$ cat src/sset_pkg.sv
`timescale 1ns / 1ps
package sset_pkg;

    localparam int RETRY_BITS_DEF = 64;
    localparam int RETRY_W        = 64;
    localparam int QUEUE_DEPTH    = 4;

    localparam logic [3:0] TK_EVENT_BEGIN = 4'd0;
    localparam logic [3:0] TK_EVENT_BYTE  = 4'd1;
    localparam logic [3:0] TK_DATA_BEGIN  = 4'd2;
    localparam logic [3:0] TK_DATA_BYTE   = 4'd3;
    localparam logic [3:0] TK_ID_BEGIN    = 4'd4;
    localparam logic [3:0] TK_ID_BYTE     = 4'd5;
    localparam logic [3:0] TK_ID_END      = 4'd6;
    localparam logic [3:0] TK_DISPATCH    = 4'd7;
    localparam logic [3:0] TK_CLEAR       = 4'd8;

    localparam logic [2:0] FLD_EVENT = 3'd0;
    localparam logic [2:0] FLD_DATA  = 3'd1;
    localparam logic [2:0] FLD_ID    = 3'd2;
    localparam logic [2:0] FLD_RETRY = 3'd3;
    localparam logic [2:0] FLD_NONE  = 3'd4;

    localparam logic [7:0] CH_CR    = 8'h0D;
    localparam logic [7:0] CH_LF    = 8'h0A;
    localparam logic [7:0] CH_COLON = 8'h3A;
    localparam logic [7:0] CH_SPACE = 8'h20;
    localparam logic [7:0] CH_ZERO  = 8'h30;
    localparam logic [7:0] CH_NINE  = 8'h39;

    typedef enum logic [1:0] {
        PH_START,
        PH_NAME,
        PH_SKIP,
        PH_VALUE
    } t_phase;

    typedef struct packed {
        logic [3:0] kind;
        logic [7:0] data;
        logic       flag;
        logic       rp;
    } t_token;

    typedef struct packed {
        logic                 two;
        t_token               tok0;
        t_token               tok1;
        logic [RETRY_W-1:0]   retry;
    } t_entry;

    function automatic logic [7:0] bom_byte(input logic [1:0] i);
        case (i)
            2'd0:    return 8'hEF;
            2'd1:    return 8'hBB;
            default: return 8'hBF;
        endcase
    endfunction

    function automatic logic [2:0] name_len(input logic [1:0] c);
        case (c)
            2'd0:    return 3'd5;
            2'd1:    return 3'd4;
            2'd2:    return 3'd2;
            default: return 3'd5;
        endcase
    endfunction

    function automatic logic [7:0] name_char(input logic [1:0] c, input logic [2:0] p);
        logic [39:0] s;
        case (c)
            2'd0:    s = "event";
            2'd1:    s = {"data", 8'h00};
            2'd2:    s = {"id", 24'h0};
            default: s = "retry";
        endcase
        case (p)
            3'd0:    return s[39:32];
            3'd1:    return s[31:24];
            3'd2:    return s[23:16];
            3'd3:    return s[15:8];
            3'd4:    return s[7:0];
            default: return 8'h00;
        endcase
    endfunction

    function automatic logic [2:0] match_field(input logic [3:0] cand, input logic [2:0] pos);
        logic [2:0] f;
        f = FLD_NONE;
        for (int c = 3; c >= 0; c--) begin
            if (cand[c] && name_len(2'(c)) == pos) f = 3'(c);
        end
        return f;
    endfunction

    function automatic logic [3:0] name_step(input logic [3:0] cand, input logic [2:0] pos,
                                             input logic [7:0] b);
        logic [3:0] r;
        r = cand;
        for (int c = 0; c < 4; c++) begin
            if (pos >= name_len(2'(c)) || name_char(2'(c), pos) != b) r[c] = 1'b0;
        end
        return r;
    endfunction

endpackage

$ cat src/sset_byte_if.sv
`timescale 1ns / 1ps
interface sset_byte_if;
    logic       valid;
    logic       ready;
    logic [7:0] stream_byte;

    modport source (output valid, output stream_byte, input ready);
    modport sink (input valid, input stream_byte, output ready);
endinterface

$ cat src/sset_tok_if.sv
`timescale 1ns / 1ps
interface sset_tok_if;
    logic        valid;
    logic        ready;
    logic [3:0]  token_kind;
    logic [7:0]  token_byte;
    logic        token_flag;
    logic        retry_present;
    logic [63:0] retry_value;
    logic        last_of_run;

    modport source (output valid, output token_kind, output token_byte, output token_flag,
                    output retry_present, output retry_value, output last_of_run,
                    input ready);
    modport sink (input valid, input token_kind, input token_byte, input token_flag,
                  input retry_present, input retry_value, input last_of_run,
                  output ready);
endinterface

$ cat src/sset_front.sv
`timescale 1ns / 1ps
module sset_front #(
    parameter int RETRY_BITS = sset_pkg::RETRY_BITS_DEF
) (
    input  logic             i_clk,
    input  logic             i_rst_n,
    sset_byte_if.sink        i_req,
    input  logic             i_full,
    output logic             o_push,
    output sset_pkg::t_entry o_entry
);
    import sset_pkg::*;

    logic                  r_start, n_start;
    logic [1:0]            r_bom, n_bom;
    logic                  r_cr, n_cr;
    t_phase                r_phase, n_phase;
    logic [2:0]            r_pos, n_pos;
    logic [3:0]            r_cand, n_cand;
    logic                  r_first, n_first;
    logic                  r_nul, n_nul;
    logic [RETRY_BITS-1:0] r_acc, n_acc;
    logic [2:0]            r_rflags, n_rflags;
    logic [RETRY_BITS-1:0] r_held, n_held;
    logic                  r_hvalid, n_hvalid;
    logic                  r_data, n_data;
    logic                  r_evne, n_evne;
    logic [1:0]            r_vfield, n_vfield;

    logic                  w_acc_ok;
    logic                  w_skip;
    t_phase                w_ph;
    logic [2:0]            w_pos;
    logic [3:0]            w_cand;
    logic [2:0]            w_f;
    logic [1:0]            w_ntok;
    t_token                w_t0, w_t1;
    logic [RETRY_W-1:0]    w_rv;
    logic [RETRY_BITS+3:0] w_prod;
    logic [7:0]            b;

    assign b        = i_req.stream_byte;
    assign i_req.ready = !i_full;
    assign w_acc_ok = i_req.valid && !i_full;
    // acc*10 + digit, the top four bits flag overflow
    assign w_prod = ({4'b0, r_acc} << 3) + ({4'b0, r_acc} << 1)
                  + (RETRY_BITS+4)'(b - CH_ZERO);

    always_comb begin
        n_start = r_start; n_bom = r_bom; n_cr = r_cr; n_phase = r_phase;
        n_pos = r_pos; n_cand = r_cand; n_first = r_first; n_nul = r_nul;
        n_acc = r_acc; n_rflags = r_rflags; n_held = r_held; n_hvalid = r_hvalid;
        n_data = r_data; n_evne = r_evne; n_vfield = r_vfield;
        w_skip = 1'b0; w_ph = r_phase; w_pos = r_pos; w_cand = r_cand;
        w_f = FLD_NONE; w_ntok = 2'd0; w_t0 = '0; w_t1 = '0; w_rv = '0;

        if (r_start) begin
            n_start = 1'b0;
            n_bom   = 2'd0;
            if (b == bom_byte(r_bom)) begin
                w_skip = 1'b1;
                if (r_bom != 2'd2) begin
                    n_start = 1'b1;
                    n_bom   = r_bom + 2'd1;
                end
            end else if (r_bom != 2'd0) begin
                // held mark bytes open a name that matches nothing
                w_ph   = PH_NAME;
                w_cand = 4'h0;
                w_pos  = {1'b0, r_bom};
            end
        end

        if (!w_skip) begin
            if (b == CH_CR || b == CH_LF) begin
                if (r_cr && b == CH_LF) begin
                    n_cr = 1'b0;
                end else begin
                    n_cr = (b == CH_CR);
                    case (w_ph)
                        PH_START: begin
                            if (r_data) begin
                                w_t0   = '{TK_DISPATCH, 8'h00, r_evne, r_hvalid};
                                w_t1   = '{TK_CLEAR, 8'h00, 1'b0, 1'b0};
                                w_rv   = r_hvalid ? RETRY_W'(r_held) : '0;
                                w_ntok = 2'd2;
                            end else begin
                                w_t0   = '{TK_CLEAR, 8'h00, 1'b0, 1'b0};
                                w_ntok = 2'd1;
                            end
                            n_evne = 1'b0; n_data = 1'b0;
                            n_held = '0;   n_hvalid = 1'b0;
                        end
                        PH_NAME: begin
                            w_f = match_field(w_cand, w_pos);
                            case (w_f)
                                FLD_EVENT: begin
                                    n_evne = 1'b0;
                                    w_t0   = '{TK_EVENT_BEGIN, 8'h00, 1'b0, 1'b0};
                                    w_ntok = 2'd1;
                                end
                                FLD_DATA: begin
                                    w_t0   = '{TK_DATA_BEGIN, 8'h00, r_data, 1'b0};
                                    w_ntok = 2'd1;
                                    n_data = 1'b1;
                                end
                                FLD_ID: begin
                                    n_nul  = 1'b0;
                                    w_t0   = '{TK_ID_BEGIN, 8'h00, 1'b0, 1'b0};
                                    w_t1   = '{TK_ID_END, 8'h00, 1'b1, 1'b0};
                                    w_ntok = 2'd2;
                                end
                                default: ;
                            endcase
                        end
                        PH_VALUE: begin
                            if (r_vfield == FLD_ID[1:0]) begin
                                w_t0   = '{TK_ID_END, 8'h00, !r_nul, 1'b0};
                                w_ntok = 2'd1;
                            end else if (r_vfield == FLD_RETRY[1:0] &&
                                         r_rflags[1:0] == 2'b01) begin
                                n_held   = r_rflags[2] ? '0 : r_acc;
                                n_hvalid = !r_rflags[2];
                            end
                        end
                        default: ;
                    endcase
                    n_phase = PH_START;
                    n_pos   = 3'd0;
                    n_cand  = 4'hF;
                    n_first = 1'b0;
                end
            end else begin
                n_cr = 1'b0;
                case (w_ph)
                    PH_START: begin
                        if (b == CH_COLON) begin
                            n_phase = PH_SKIP;
                        end else begin
                            n_phase = PH_NAME;
                            n_cand  = name_step(4'hF, 3'd0, b);
                            n_pos   = 3'd1;
                        end
                    end
                    PH_NAME: begin
                        if (b != CH_COLON) begin
                            n_phase = PH_NAME;
                            n_cand  = name_step(w_cand, w_pos, b);
                            n_pos   = (w_pos != 3'd7) ? w_pos + 3'd1 : w_pos;
                        end else begin
                            w_f = match_field(w_cand, w_pos);
                            n_phase  = PH_VALUE;
                            n_first  = 1'b1;
                            n_vfield = w_f[1:0];
                            case (w_f)
                                FLD_EVENT: begin
                                    n_evne = 1'b0;
                                    w_t0   = '{TK_EVENT_BEGIN, 8'h00, 1'b0, 1'b0};
                                    w_ntok = 2'd1;
                                end
                                FLD_DATA: begin
                                    w_t0   = '{TK_DATA_BEGIN, 8'h00, r_data, 1'b0};
                                    w_ntok = 2'd1;
                                    n_data = 1'b1;
                                end
                                FLD_ID: begin
                                    n_nul  = 1'b0;
                                    w_t0   = '{TK_ID_BEGIN, 8'h00, 1'b0, 1'b0};
                                    w_ntok = 2'd1;
                                end
                                FLD_RETRY: begin
                                    n_acc    = '0;
                                    n_rflags = 3'b000;
                                end
                                default: begin
                                    n_phase  = PH_SKIP;
                                    n_first  = r_first;
                                    n_vfield = r_vfield;
                                end
                            endcase
                        end
                    end
                    PH_VALUE: begin
                        n_first = 1'b0;
                        if (!(r_first && b == CH_SPACE)) begin
                            case (r_vfield)
                                FLD_EVENT[1:0]: begin
                                    n_evne = 1'b1;
                                    w_t0   = '{TK_EVENT_BYTE, b, 1'b0, 1'b0};
                                    w_ntok = 2'd1;
                                end
                                FLD_DATA[1:0]: begin
                                    w_t0   = '{TK_DATA_BYTE, b, 1'b0, 1'b0};
                                    w_ntok = 2'd1;
                                end
                                FLD_ID[1:0]: begin
                                    if (b == 8'h00) n_nul = 1'b1;
                                    w_t0   = '{TK_ID_BYTE, b, 1'b0, 1'b0};
                                    w_ntok = 2'd1;
                                end
                                default: begin
                                    n_rflags[0] = 1'b1;
                                    if (b < CH_ZERO || b > CH_NINE) begin
                                        n_rflags[1] = 1'b1;
                                    end else if (!r_rflags[2]) begin
                                        if (|w_prod[RETRY_BITS+3:RETRY_BITS])
                                            n_rflags[2] = 1'b1;
                                        else
                                            n_acc = w_prod[RETRY_BITS-1:0];
                                    end
                                end
                            endcase
                        end
                    end
                    default: ;
                endcase
            end
        end
    end

    assign o_push        = w_acc_ok && (w_ntok != 2'd0);
    assign o_entry.two   = (w_ntok == 2'd2);
    assign o_entry.tok0  = w_t0;
    assign o_entry.tok1  = w_t1;
    assign o_entry.retry = w_rv;

    always_ff @(posedge i_clk) begin
        if (!i_rst_n) begin
            r_start <= 1'b1; r_bom <= 2'd0; r_cr <= 1'b0; r_phase <= PH_START;
            r_pos <= 3'd0; r_cand <= 4'hF; r_first <= 1'b0; r_nul <= 1'b0;
            r_acc <= '0; r_rflags <= 3'b000; r_held <= '0; r_hvalid <= 1'b0;
            r_data <= 1'b0; r_evne <= 1'b0; r_vfield <= 2'd0;
        end else if (w_acc_ok) begin
            r_start <= n_start; r_bom <= n_bom; r_cr <= n_cr; r_phase <= n_phase;
            r_pos <= n_pos; r_cand <= n_cand; r_first <= n_first; r_nul <= n_nul;
            r_acc <= n_acc; r_rflags <= n_rflags; r_held <= n_held; r_hvalid <= n_hvalid;
            r_data <= n_data; r_evne <= n_evne; r_vfield <= n_vfield;
        end
    end
endmodule

$ cat src/sset_fifo.sv
`timescale 1ns / 1ps
module sset_fifo #(
    parameter int DEPTH = sset_pkg::QUEUE_DEPTH
) (
    input  logic             i_clk,
    input  logic             i_rst_n,
    input  logic             i_push,
    input  sset_pkg::t_entry i_entry,
    input  logic             i_pop,
    output sset_pkg::t_entry o_head,
    output logic             o_full,
    output logic             o_empty
);
    import sset_pkg::*;

    localparam int PW = (DEPTH > 1) ? $clog2(DEPTH) : 1;
    localparam int CW = $clog2(DEPTH + 1);

    t_entry        r_mem [DEPTH];
    logic [PW-1:0] r_wp, r_rp;
    logic [CW-1:0] r_count;

    assign o_full  = (r_count == CW'(DEPTH));
    assign o_empty = (r_count == '0);
    assign o_head  = r_mem[r_rp];

    always_ff @(posedge i_clk) begin
        if (i_push) r_mem[r_wp] <= i_entry;
    end

    always_ff @(posedge i_clk) begin
        if (!i_rst_n) begin
            r_wp    <= '0;
            r_rp    <= '0;
            r_count <= '0;
        end else begin
            if (i_push) r_wp <= (r_wp == PW'(DEPTH - 1)) ? '0 : r_wp + PW'(1);
            if (i_pop)  r_rp <= (r_rp == PW'(DEPTH - 1)) ? '0 : r_rp + PW'(1);
            r_count <= r_count + CW'(i_push) - CW'(i_pop);
        end
    end

    a_no_push_full: assert property (@(posedge i_clk) disable iff (!i_rst_n)
        !(i_push && o_full && !i_pop)) else $error("push into full queue");
    a_no_pop_empty: assert property (@(posedge i_clk) disable iff (!i_rst_n)
        !(i_pop && o_empty)) else $error("pop from empty queue");
    a_count_bound: assert property (@(posedge i_clk) disable iff (!i_rst_n)
        r_count <= CW'(DEPTH)) else $error("queue count out of range");
endmodule

$ cat src/sset_back.sv
`timescale 1ns / 1ps
module sset_back (
    input  logic             i_clk,
    input  logic             i_rst_n,
    input  logic             i_empty,
    input  sset_pkg::t_entry i_head,
    output logic             o_pop,
    sset_tok_if.source       o_tok
);
    import sset_pkg::*;

    logic   r_sub;
    logic   r_valid;
    t_token r_tok;
    logic   r_last;
    logic [RETRY_W-1:0] r_rv;

    logic   w_load, w_last;
    t_token w_tok;

    assign w_tok  = r_sub ? i_head.tok1 : i_head.tok0;
    assign w_last = r_sub || !i_head.two;
    assign w_load = !i_empty && (!r_valid || o_tok.ready);
    assign o_pop  = w_load && w_last;

    always_ff @(posedge i_clk) begin
        if (!i_rst_n) begin
            r_sub   <= 1'b0;
            r_valid <= 1'b0;
        end else begin
            if (w_load) begin
                r_sub   <= !w_last;
                r_valid <= 1'b1;
            end else if (o_tok.ready) begin
                r_valid <= 1'b0;
            end
        end
    end

    always_ff @(posedge i_clk) begin
        if (w_load) begin
            r_tok  <= w_tok;
            r_last <= w_last;
            r_rv   <= (w_tok.kind == TK_DISPATCH) ? i_head.retry : '0;
        end
    end

    assign o_tok.valid         = r_valid;
    assign o_tok.token_kind    = r_tok.kind;
    assign o_tok.token_byte    = r_tok.data;
    assign o_tok.token_flag    = r_tok.flag;
    assign o_tok.retry_present = r_tok.rp;
    assign o_tok.retry_value   = r_rv;
    assign o_tok.last_of_run   = r_last;
endmodule

$ cat src/sse_event_stream_tokenizer_core.sv
`timescale 1ns / 1ps
// Event stream tokenizer.
// i_req carries one raw stream byte per request (valid/ready). o_tok carries
// tagged tokens (valid/ready); last_of_run marks the final token caused by
// one input byte. Bytes that cause no token produce nothing on o_tok.
// The front parser takes one byte per cycle while the queue is not full and
// classifies it in that cycle; the tokens of a byte (up to two) go as one
// entry into a four-entry queue. The back end drains one token per cycle
// into an output register while the receiver is ready. Each entry is
// written into the queue as its byte is accepted; the output register
// then loads its tokens from the queue head.
// Throughput: one byte per cycle while bytes cause at most one token and the
// receiver is ready; the back end sends the two tokens of a byte one after
// the other, and the queue absorbs short bursts of such bytes.
// When the receiver stalls, the output register holds its token, the queue
// fills, and i_req.ready drops once the queue is full.
// Synchronous reset clears parser state (start of stream, no event, no
// retry) and empties the queue and the output register.
module sse_event_stream_tokenizer_core #(
    parameter int RETRY_BITS = sset_pkg::RETRY_BITS_DEF
) (
    input  logic       i_clk,
    input  logic       i_rst_n,
    sset_byte_if.sink  i_req,
    sset_tok_if.source o_tok
);
    import sset_pkg::*;

    logic   w_push, w_pop, w_full, w_empty;
    t_entry w_entry, w_head;

    sset_front #(.RETRY_BITS(RETRY_BITS)) u_front (
        .i_clk   (i_clk),
        .i_rst_n (i_rst_n),
        .i_req   (i_req),
        .i_full  (w_full),
        .o_push  (w_push),
        .o_entry (w_entry)
    );

    sset_fifo #(.DEPTH(QUEUE_DEPTH)) u_fifo (
        .i_clk   (i_clk),
        .i_rst_n (i_rst_n),
        .i_push  (w_push),
        .i_entry (w_entry),
        .i_pop   (w_pop),
        .o_head  (w_head),
        .o_full  (w_full),
        .o_empty (w_empty)
    );

    sset_back u_back (
        .i_clk   (i_clk),
        .i_rst_n (i_rst_n),
        .i_empty (w_empty),
        .i_head  (w_head),
        .o_pop   (w_pop),
        .o_tok   (o_tok)
    );
endmodule

$ cat src/flat_wrapper.sv
// flat-port wrapper written by rule: the top's interface ports become plain ports
module sse_event_stream_tokenizer_core_flat import sset_pkg::*;
#(
    parameter int RETRY_BITS = sset_pkg::RETRY_BITS_DEF
)
  (i_clk, i_rst_n, i_req_valid, i_req_stream_byte, i_req_ready, o_tok_valid, o_tok_token_kind, o_tok_token_byte, o_tok_token_flag, o_tok_retry_present, o_tok_retry_value, o_tok_last_of_run, o_tok_ready);
  sset_byte_if i_req_i ();
  sset_tok_if o_tok_i ();
  input  logic i_clk;
  input  logic i_rst_n;
  input wire logic [$bits(i_req_i.valid)-1:0] i_req_valid;
  input wire logic [$bits(i_req_i.stream_byte)-1:0] i_req_stream_byte;
  output wire logic [$bits(i_req_i.ready)-1:0] i_req_ready;
  output wire logic [$bits(o_tok_i.valid)-1:0] o_tok_valid;
  output wire logic [$bits(o_tok_i.token_kind)-1:0] o_tok_token_kind;
  output wire logic [$bits(o_tok_i.token_byte)-1:0] o_tok_token_byte;
  output wire logic [$bits(o_tok_i.token_flag)-1:0] o_tok_token_flag;
  output wire logic [$bits(o_tok_i.retry_present)-1:0] o_tok_retry_present;
  output wire logic [$bits(o_tok_i.retry_value)-1:0] o_tok_retry_value;
  output wire logic [$bits(o_tok_i.last_of_run)-1:0] o_tok_last_of_run;
  input wire logic [$bits(o_tok_i.ready)-1:0] o_tok_ready;
  assign i_req_i.valid = i_req_valid;
  assign i_req_i.stream_byte = i_req_stream_byte;
  assign i_req_ready = i_req_i.ready;
  assign o_tok_valid = o_tok_i.valid;
  assign o_tok_token_kind = o_tok_i.token_kind;
  assign o_tok_token_byte = o_tok_i.token_byte;
  assign o_tok_token_flag = o_tok_i.token_flag;
  assign o_tok_retry_present = o_tok_i.retry_present;
  assign o_tok_retry_value = o_tok_i.retry_value;
  assign o_tok_last_of_run = o_tok_i.last_of_run;
  assign o_tok_i.ready = o_tok_ready;
  sse_event_stream_tokenizer_core #(.RETRY_BITS(RETRY_BITS)) u_core (.i_clk(i_clk), .i_rst_n(i_rst_n), .i_req(i_req_i), .o_tok(o_tok_i));
endmodule
$ cat config.mk
export PLATFORM = sky130hd
export DESIGN_NAME = sse_event_stream_tokenizer_core_flat
export DESIGN_NICKNAME = d
export VERILOG_FILES = /design/src/sset_pkg.sv /design/src/sset_byte_if.sv /design/src/sset_tok_if.sv /design/src/sset_front.sv /design/src/sset_fifo.sv /design/src/sset_back.sv /design/src/sse_event_stream_tokenizer_core.sv /design/src/flat_wrapper.sv
export SDC_FILE = /design/constraint.sdc
export NUM_CORES = 1
export LEC_CHECK = 0
export ABC_AREA = 1
export BUFFER_PORTS_ARGS = -buffer_cell sky130_fd_sc_hd__buf_2
export CORE_ASPECT_RATIO = 2
export CORE_MARGIN = 2
export CORE_UTILIZATION = 30
export CTS_BUF_LIST = sky130_fd_sc_hd__clkbuf_16
export DETAILED_ROUTE_END_ITERATION = 12
export SLEW_MARGIN = 20
export SYNTH_ARGS = -nofsm -noshare
export SYNTH_HDL_FRONTEND = slang
export SYNTH_HIERARCHICAL = 1
export SYNTH_SLANG_ARGS = --single-unit
$ cat constraint.sdc
create_clock -name i_clk -period 17.91 [get_ports i_clk]
set_input_delay 2.6865 -clock i_clk [delete_from_list [all_inputs] [get_ports i_clk]]
set_output_delay 2.6865 -clock i_clk [all_outputs]
set_load 0.05 [all_outputs]
; ---- Word level (Yosys, flattened, before mapping)
; Memories as Yosys holds them, arrays and structs flattened. A register that Yosys moved wholly into a read port is not among the register bits.
; Cells that the tools add are included.
[classes]
n_addsub = 9
n_eq_ne = 70
n_bitwise = 4
shift = 0
reduce_logical = 74
muxes = 245
n_div = 0
magnitude_cmp = 8
n_mul = 0
[op_table]
columns = operator, count
row1 = 2-to-1 mux 64 bit, 16
row2 = 2-to-1 mux 8 bit, 33
row3 = case mux 64 bit (2 select lines), 2
row4 = 2-to-1 mux 3 bit, 76
row5 = 2-to-1 mux 14 bit, 9
row6 = case mux 13 bit (2 select lines), 3
row7 = adder 67 x 65 -> 68 bit, 1
row8 = adder 68 bit, 1
row9 = != test 8 bit, 8
row10 = 2-to-1 mux 1 bit, 57
row11 = case mux 7 bit (4 select lines), 2
row12 = 2-to-1 mux 13 bit, 4
row13 = case mux 14 bit (3 select lines), 1
row14 = case mux 13 bit (3 select lines), 1
row15 = 2-to-1 mux 2 bit, 17
row16 = != test 3 bit (second input constant), 10
row17 = 2-to-1 mux 4 bit, 7
row18 = case mux 14 bit (2 select lines), 1
row19 = case mux 7 bit (2 select lines), 2
row20 = != test 2 bit (second input constant), 12
row21 = AND reduction 11 bit, 2
row22 = case mux 7 bit (3 select lines), 1
row23 = equality test 3 bit, 6
row24 = AND reduction 6 bit, 3
row25 = other kinds (45), 135
[totals]
mem_bits_ro = 0
elab_cells = 439
in_bits = 12
mem_bits_rw = 372
register_bits = 239
latch_bits = 0
output_inout_bits = 81
n_memories = 1
[mem_list]
columns = memory, depth, width, rd, rd_ports_with_merged_regs, write_ports, line
row1 = u_core.u_fifo.r_mem, 4, 93, 1, 1, 1, sset_fifo.sv:19  ; t_entry r_mem [DEPTH];

; ---- Logic depth before layout (Yosys ltp)
; Gate-level depths: netlist of the first run.
[depth]
depth_word = 32
ltp_mapped = 26
ltp_nobuf = 25

; ---- Modules after synthesis
; Netlist of the first run, hierarchy kept.
[modules_own_cells]
columns = mod, area_per_inst_um2, cells_each, seq_area_each_um2, n_inst
row1 = sset_fifo, 15005.6, 1144, 11350.9, 1
row2 = sset_front, 14024.7, 2171, 3022.9, 1
row3 = sset_back, 3294.4, 283, 2412.3, 1

; ---- Worst setup path before layout of the first run
; OpenSTA, ideal clock, no wires.
[synth_path]
path_type = input to register
start = input i_req_stream_byte[4]
end = register u_core.u_front.r_acc[10]
n_path_buf = 1
setup_time_ns = 0.132
arrival_ns = 8.982
t_required_ns = 17.778
path_slack_ns = 8.796
path_stages = 20
cell_sequence = ha_1 nor2_1 fa_1 ha_1 nand2_1 nor2_1 inv_2 nor2_1 inv_2 nor2_2 inv_1 nor3_1 nand2_1 nand3_2 nand3_4 o21ai_2 nand2_4 buf_2 nand2_1 a21oi_1
[synth_via]
elab_chain_len = 16
word_cells_on_any_way = 56
cone_classes = 2 x add/sub / 2 x order compare / 18 x eq/ne / 22 x mux / 2 x bitwise / 10 x reduce/logical
[synth_rtl]
columns = element, line
row1 = start: declaration, flat_wrapper.sv:12  ; input wire logic [$bits(i_req_i.stream_byte)-1:0] i_req_stream_byte;
row2 = "parallel branches: the longest is 16 deep, another holds adder 68 bit", n/a
row3 = end signal: assignment, sset_front.sv:236  ; r_acc <= n_acc; r_rflags <= n_rflags; r_held <= n_held; r_hvalid <= n_hvalid;
row4 = end: declaration, sset_front.sv:22  ; logic [RETRY_BITS-1:0] r_acc, n_acc;
; Several ways; the timed one is not identified. The select of a mux whose other input is x is not followed.
; A chain may end at the register's enable or synchronous reset.

; ---- Final worst setup path of the first run
[layout_path]
start = input i_req_stream_byte[3]
end = memory u_core/u_fifo/r_mem[3][46] (netlist name), enable pin
[layout_via]
elab_chain_len = 24
word_cells_on_any_way = 70
cone_classes = 17 x eq/ne / 35 x mux / 18 x reduce/logical
[layout_rtl]
columns = element, line
row1 = equality test 8 bit, sset_front.sv:60  ; if (b == bom_byte(r_bom)) begin
row2 = 2-to-1 mux 3 bit, sset_front.sv:60
row3 = 2-to-1 mux 3 bit, sset_front.sv:57  ; if (r_start) begin
row4 = equality test 3 bit, sset_pkg.sv:91  ; if (cand[c] && name_len(2'(c)) == pos) f = 3'(c);
row5 = logical AND 1 bit, sset_pkg.sv:91
row6 = 2-to-1 mux 3 bit (4 in a row), sset_pkg.sv:91
row7 = "2-to-1 mux 3 bit, on equally long branches", "sset_front.sv:80, sset_front.sv:146"
row8 = "2-to-1 mux 3 bit, on equally long branches", "sset_front.sv:76, sset_front.sv:135"
row9 = [6 not listed], n/a
row10 = 2-to-1 mux 2 bit or case mux 1 bit (2 select lines) (tied branches), "sset_front.sv:76, sset_front.sv:135"
row11 = 2-to-1 mux 2 bit, sset_front.sv:75  ; if (b == CH_CR || b == CH_LF) begin
row12 = 2-to-1 mux 2 bit *, sset_front.sv:74  ; if (!w_skip) begin
row13 = nonzero test 2 bit *, sset_front.sv:221  ; assign o_push = w_acc_ok && (w_ntok != 2'd0);
row14 = logical AND 1 bit *, sset_front.sv:221
row15 = via u_core.w_push, sse_event_stream_tokenizer_core.sv:29  ; logic w_push, w_pop, w_full, w_empty;
row16 = 2-to-1 mux 1 bit *, sset_fifo.sv:28  ; if (i_push) r_mem[r_wp] <= i_entry;
row17 = 2-to-1 mux 1 bit (implied by the code) *, sset_fifo.sv:28
row18 = end: declaration, sset_fifo.sv:19
; The timed path passes the listed nets; every way through them passes the cells marked *. The select of a mux whose other input is x is not followed.

==> results of run 1 <==
-- synthesized netlist by cell type, drive strengths merged (4+ instances only) --
master / instances / area (um^2)
buf: 105 / 699
o211ai: 98 / 736
o21bai: 18 / 135
nor2: 278 / 1130
ha: 87 / 1090
nand4: 72 / 463
nand2: 918 / 3480
o21ai: 151 / 771
a21oi: 340 / 1710
nor3: 27 / 135
nor4: 8 / 56.3
xnor2: 13 / 114
dfxtp: 162 / 3240
nor3b: 64 / 480
xor2: 39 / 342
a31oi: 4 / 25.0
inv: 523 / 1970
nand3b: 10 / 75.1
fa: 64 / 1280
edfxtp: 451 / 13500
clkbuf: 57 / 214
nand3: 78 / 413
-- report_power, final --
group / internal, W / leakage, nW / switching (W) / total, W
logic: 0.000241 / 9.09 / 0.000873 / 0.00111
clock network: 0.000685 / 0.893 / 0.000520 / 0.00121
registers: 0.00168 / 5.30 / 0.0000630 / 0.00174
-- through the flow --
step | util (%) | worst slack [ps]
after global routing | 33.3 | 9850
after CTS | 33.3 | 10330
final | 33.3 | 10340
after global placement | 31.6 | 9690
after floorplan | - | 8800
after detailed placement | 31.6 | 9680
-- state kept, by name (all words and copies together), names as in the netlist, 4 cells and up, named ones only --
signal,count
u_core/u_front/r_held,64
u_core/u_back/o_tok.token_byte,8
u_core/u_front/r_cand,4
u_core/u_front/r_acc,64
u_core/u_fifo/r_mem,372
u_core/u_back/o_tok.retry_value,64
u_core/u_back/o_tok.token_kind,4
-- worst min-delay path: stages, from the launching register on --
cell,delay (ps)
dfxtp_1,310
nand2_1,60
a21oi_1,50
-- metal layers --
| layer | wire length (um) | up-vias | track usage, % |
|---|---|---|---|
| li1 | - | 11900 | - |
| met1 | 30600 | 11200 | 15.2 |
| met2 | 45000 | 507 | 29.2 |
| met3 | 2600 | 251 | 1.64 |
| met4 | 5870 | 14 | 9.99 |
| met5 | 87 | - | 0 |
-- placed cells by master, fill, tap and decap left out, types with 4 or more instances in the layout --
cell | Yosys | routed
o211ai_1 | 98 | 98
fa_1 | 64 | 64
nor2_1 | 250 | 249
nand2_1 | 909 | 907
xnor2_1 | 13 | 13
nand3_1 | 75 | 75
buf_4 | 16 | 23
nor2_4 | 3 | 4
nand2_2 | 6 | 7
nand2_4 | 3 | 4
nor3_1 | 27 | 26
a31oi_1 | 4 | 4
inv_6 | 0 | 7
nand3b_1 | 10 | 10
o21bai_1 | 18 | 18
dfxtp_1 | 162 | 160
nand4_1 | 70 | 70
inv_2 | 21 | 20
xor2_1 | 39 | 39
nor3b_1 | 64 | 64
conb_1 | 1 | 10
nor4_1 | 7 | 7
ha_1 | 87 | 86
clkbuf_16 | 0 | 51
edfxtp_1 | 451 | 451
a21oi_1 | 338 | 337
bufinv_16 | 0 | 11
o21ai_0 | 148 | 148
inv_4 | 1 | 6
nor2_2 | 25 | 25
clkinv_1 | 2 | 10
buf_2 | 64 | 92
inv_1 | 501 | 503
-- path summary, 6_finish.rpt --
path	start	to	slack [ps]
worst max-delay path	i_req_stream_byte[3]	u_core/u_fifo/r_mem[3][46]$_DFFE_PP_	10340
worst min-delay path	u_core/u_front/r_held[51]$_SDFFE_PN0P_	u_core/u_front/r_held[51]$_SDFFE_PN0P_	460
worst max register to register	u_core/u_front/r_bom[0]$_SDFFE_PN0P_	u_core/u_fifo/r_mem[3][46]$_DFFE_PP_	12130
worst min register to register	u_core/u_front/r_held[51]$_SDFFE_PN0P_	u_core/u_front/r_held[51]$_SDFFE_PN0P_	460
-- area by class of cell --
cell class,instances,area share [%]
Antenna cell,2,0.0140
Clock buffer,51,3.58
Clock inverter,42,1.46
Inverter,525,5.57
Multi-Input combinational cell,2307,35.7
Sequential cell,613,47.1
Tap cell,1376,4.83
Timing Repair Buffer,115,1.78
-- kinds of logic (layout without fill, tap and decap cells) --
group	count (synthesis)	after routing	share of synthesized area, %
AO/OA/AOI/OAI	631	631	10.9
XOR/XNOR	52	52	1.41
adder cells (fa/ha/maj)	151	151	7.33
buffers and inverters	687	733	8.93
flip-flops	613	613	51.9
other	1	12	0.0116
AND/OR/NAND/NOR	1463	1463	19.4
==> results.cfg, run 1 <==
[setup_path]
path_cells = buf_2 -> nand2_2 -> clkinv_1 -> nand4_1 -> nor2_1 -> nand2_2 -> o21ai_4 -> nand2_1 -> inv_1 -> ha_2 -> buf_4 -> clkinv_1 -> nor2_1 -> inv_1 -> nand3_1 -> nand2_1 -> nand2_1 -> o21ai_0 -> inv_1 -> nand2_1 -> inv_4 -> buf_4
cp_num_cells = 22
worst-path-buf-inv = 9
critPathRequiredTime_ps = 18120
start_kind = input port
worst_setup_path_end_kind = flop
cp.arrival_ps = 7790
reg2reg_depth = 20
cp_max_fo = 64
crit_slowest_cell = buf_4
crit_path_frequent_cell = nand2_1
worstSetupPathType = in -> reg
max_stage_delay_ps = 740
cp_top_family = buffers and inverters

[placement]
dp_cells = 4936
dpl_cell_area_mm2 = 0.0339
dpl.hpwl_mm = 60.6
gp_congestion = 0.951
portBuffers = 92

[global_route]
grt_pass1_wl_mm = 132
grt_max_degree = 106
grt_antenna_before_repair = 9
grt_pass1_vias = 24000
track_usage_pct = 15.1
globalRouteOverflowTotal = 0

[final_layout]
post-route-cell-area_mm2 = 0.0357
area_growth_pct = 10.3
layout-drive-gt1-share_pct = 7.58
ff_latch_area_mm2 = 0.0168
multiInputGateArea_mm2 = 0.0127
final_cells = 5031
num-nets-final = 3775
fillers = 11000

[logic_synthesis]
postSynthCellCount = 3598
ys_seq_area_share_pct = 51.9
avgSynthCellArea_um2 = 8.98
yosys_warnings = 6
synth_ff_type = edfxtp_1
ys_async_sr_fraction_pct = 0
synth-edff-count = 451
yosys_register_bits = 613
synthDistinctLibCells = 59
synth_area_mm2 = 0.0323

[sta]
tightest_slew_ps = 1080
fin_crit_ps = 7570
setup_viol = 0
fmaxAchievable_mhz = 132
slew_headroom_pct = 28.2
fin_setup_tns_ps = 0
finalMaxSlewViolations = 0
timing.hold.ws_ps = 462
hold_viol = 0
post-route-period-util_pct = 42.3
finClkSkew_ps = 24.6
rsz0062_at_grt = false

[clock_tree]
clock-sinks = 613
clkTransAtPathRegs_ps = 70
cts_tree = done
root_buffer = clkbuf_16
cts_setup_buffers = 0
clock_latency_ps = 600
htreeDepth = 2
max-clock-path-buffers = 3
cts_buffers = 50
hold_buffers = 0
cts_resized = 0

[drt]
drt-vias-per-instance = 4.74
routedWlPerCell_um = 16.7
wirelength_mm = 84.1
drc = 0
num_vias = 23800
drt_iter0_drc = 1273
ant_nets = 0
drt_first_pass_iters = 5

[die]
initial_utilization_pct = 30.2
die-width_um = 236
num_io_pins = 93
core_mm2 = 0.107
dieArea_mm2 = 0.111
core.rowCount = 170
die_y_um = 468

[run]
cap_violations = 0

[outcome]
outcome = complete, no violations

[power_and_ir_drop]
total_leakage_power_nw = 15.3
vdd_drop_max_mv = 0.0846
cellPowerDensity_mw_per_mm2 = 114
p_total_w = 0.00406

[worst_hold_path]
hold_depth = 2
hp-class = reg -> reg
Power figures use the tool's default switching activity.
==> run 2: changes to the inputs <==
==> constraint.sdc (replaced) <==
create_clock -name i_clk -period 6.31 [get_ports i_clk]
set_input_delay 0.9465 -clock i_clk [delete_from_list [all_inputs] [get_ports i_clk]]
set_output_delay 0.9465 -clock i_clk [all_outputs]
set_load 0.05 [all_outputs]
==> run 2 against run 1 <==
Sequential share of layout area fell by 0.25 points. Worst hold slack worse by 0.51 ps. Count of clock-buffer cells in the layout rose by 3. Sequential power rose to 2.8 times the previous value. Combinational power increased to 2.9 times the previous value. Total power rose to 2.8 times the previous value. Flip-flop and latch count stayed put. First-iteration DRC count grew 4.1%. Critical endpoint is now u_core/u_front/r_acc[23]$_SDFFE_PN0P_. Largest cell class unchanged. Highest routed layer unchanged.
==> results.cfg, run 2 (synthesis gave the netlist of run 1 again) <==
[power_and_ir_drop]
clockPowerShare_pct = 28.2
vdd_drop_max_mv = 0.243
combPwrFrac_pct = 28.2
cellPowerDensity_mw_per_mm2 = 315
switching_share_pct = 36.1
intPower_w = 0.00721
total_leakage_power_nw = 15.4
pwr-share-seq_pct = 43.6
p_switching_w = 0.00407

[setup_path]
reg2reg_depth = 20
cp.arrival_ps = 5530
start_kind = input port
reg2reg_slack_ps = 2010
worst_setup_path_end_kind = flop
critPathRequiredTime_ps = 6830
reg2reg_to = u_core/u_fifo/r_mem[2][45]$_DFFE_PP_
worstSetupPathType = in -> reg
r2r_start = u_core/u_front/r_bom[0]$_SDFFE_PN0P_
critPathLaunch = i_req_stream_byte[7]
cp_max_fo = 59
crit_end = u_core/u_front/r_acc[23]$_SDFFE_PN0P_

[global_route]
grt_pass1_vias = 24100
track_usage_pct = 15.3
grt_antenna_before_repair = 10
globalRouteOverflowTotal = 0
grt_pass1_wl_mm = 133
grt_max_degree = 218

[placement]
gp_congestion = 0.971
dp_cells = 4960
portBuffers = 92
dpl.hpwl_mm = 61.3

[die]
die-width_um = 236
num_io_pins = 93
die_y_um = 468
initial_utilization_pct = 30.2
dieArea_mm2 = 0.111
core_mm2 = 0.107
core.rowCount = 170

[clock_tree]
clkTransAtPathRegs_ps = 70
cts_setup_buffers = 0
clock-sinks = 613
cts_buffers = 50
cts_tree = done
hold_buffers = 0
clock_latency_ps = 600
max-clock-path-buffers = 3
cts_resized = 0
root_buffer = clkbuf_16
htreeDepth = 2

[sta]
timing.hold.ws_ps = 461
rsz0062_at_grt = false
post-route-period-util_pct = 79.4
fmaxAchievable_mhz = 200
hold_viol = 0
fin_setup_tns_ps = 0
fin_crit_ps = 5010
tightest_slew_ps = 934
slew_headroom_pct = 37.8
finClkSkew_ps = 25.4
setup_viol = 0
finalMaxSlewViolations = 0

[run]
cap_violations = 0

[final_layout]
layout-drive-gt1-share_pct = 8.18
final_cells = 5057
fillers = 11000
largest_reg_flops = 372
multiInputGateArea_mm2 = 0.0127
ff_latch_area_mm2 = 0.0168
regMostFlops = u_core/u_fifo/r_mem
final_util_pct = 33.5
num-nets-final = 3800
area_growth_pct = 10.9
mostFrequentLayoutCell = nand2_1
most-common-layout-cells = nand2_1, inv_1, edfxtp_1

[drt]
routedWlPerCell_um = 16.8
wirelength_mm = 85.0
drt_iter0_drc = 1325
drc = 0
num_vias = 24000
drt-vias-per-instance = 4.74
ant_nets = 0
drt_first_pass_iters = 7

[outcome]
outcome = complete, no violations

[worst_hold_path]
hold_depth = 2
hp-class = reg -> reg
-- run 2: final cells by class --
type	instances	area share [%]
repair buffers	140	2.62
inverters	525	5.54
flip-flops and latches	613	46.8
clock buffers	54	3.77
well taps	1376	4.80
diodes	3	0.0209
multi-input cells	2307	35.5
clock inverters	39	0.918
-- run 2: per-stage QoR --
| stage | cell area (um^2) | power, W | worst slack (ps) |
|---|---|---|---|
| 6_report | 35900 | 0.0113 | 1300 |
| 5_1_grt | 35900 | 0.0119 | 945 |
| 4_1_cts | 35800 | 0.0114 | 1460 |
| 3_5_place_dp | 34100 | 0.00821 | 836 |
| 3_3_place_gp | 34100 | 0.00818 | 742 |
| 2_1_floorplan | 32400 | 0.00752 | 316 |
-- run 2: power by group through the flow --
stage	combinational [W]	sequential [W]	clock (W)
2_1_floorplan	0.00171	0.00581	0
3_3_place_gp	0.00312	0.00506	0
3_5_place_dp	0.00315	0.00506	0
4_1_cts	0.00316	0.00497	0.00328
5_1_grt	0.00350	0.00496	0.00340
6_report	0.00318	0.00492	0.00319
-- run 2: worst min path at each step --
stage / slack [ps] / to / from
floorplan: 430 / u_core/u_front/r_rflags[1]$_SDFFE_PN0P_ / u_core/u_front/r_rflags[1]$_SDFFE_PN0P_
global placement: 450 / u_core/u_front/r_held[32]$_SDFFE_PN0P_ / u_core/u_front/r_held[32]$_SDFFE_PN0P_
detailed placement: 450 / u_core/u_front/r_held[34]$_SDFFE_PN0P_ / u_core/u_front/r_held[34]$_SDFFE_PN0P_
CTS: 460 / u_core/u_front/r_held[41]$_SDFFE_PN0P_ / u_core/u_front/r_held[41]$_SDFFE_PN0P_
global route: 480 / u_core/u_front/r_held[41]$_SDFFE_PN0P_ / u_core/u_front/r_held[41]$_SDFFE_PN0P_
finish: 460 / u_core/u_front/r_held[37]$_SDFFE_PN0P_ / u_core/u_front/r_held[37]$_SDFFE_PN0P_
-- run 2: routing by layer --
layer / up-vias / GRT usage [%] / routed length [um] / share of wire (%)
met5: - / 0 / 77 / 0.091
met4: 12 / 9.76 / 5720 / 6.7
met3: 254 / 1.73 / 2640 / 3.1
met2: 540 / 28.9 / 44800 / 53
met1: 11200 / 15.9 / 31800 / 37
li1: 11900 / - / - / -
-- run 2: worst max-delay path, stage by stage --
cell and delay, ps:
buf_2 130, inv_1 140, nand2_1 210, nor2_4 160, buf_12 320, fa_1 520, ha_1 460, nand2_1 140
nor2_1 200, inv_2 60, nor2_1 290, inv_2 100, nor2_2 190, inv_1 90, nor3_1 210, nand2_1 130
nand2_1 70, nand2_1 80, nand3_4 90, o21ai_2 80, nand2_4 290, buf_12 250, nand2_1 90, a21oi_1 130
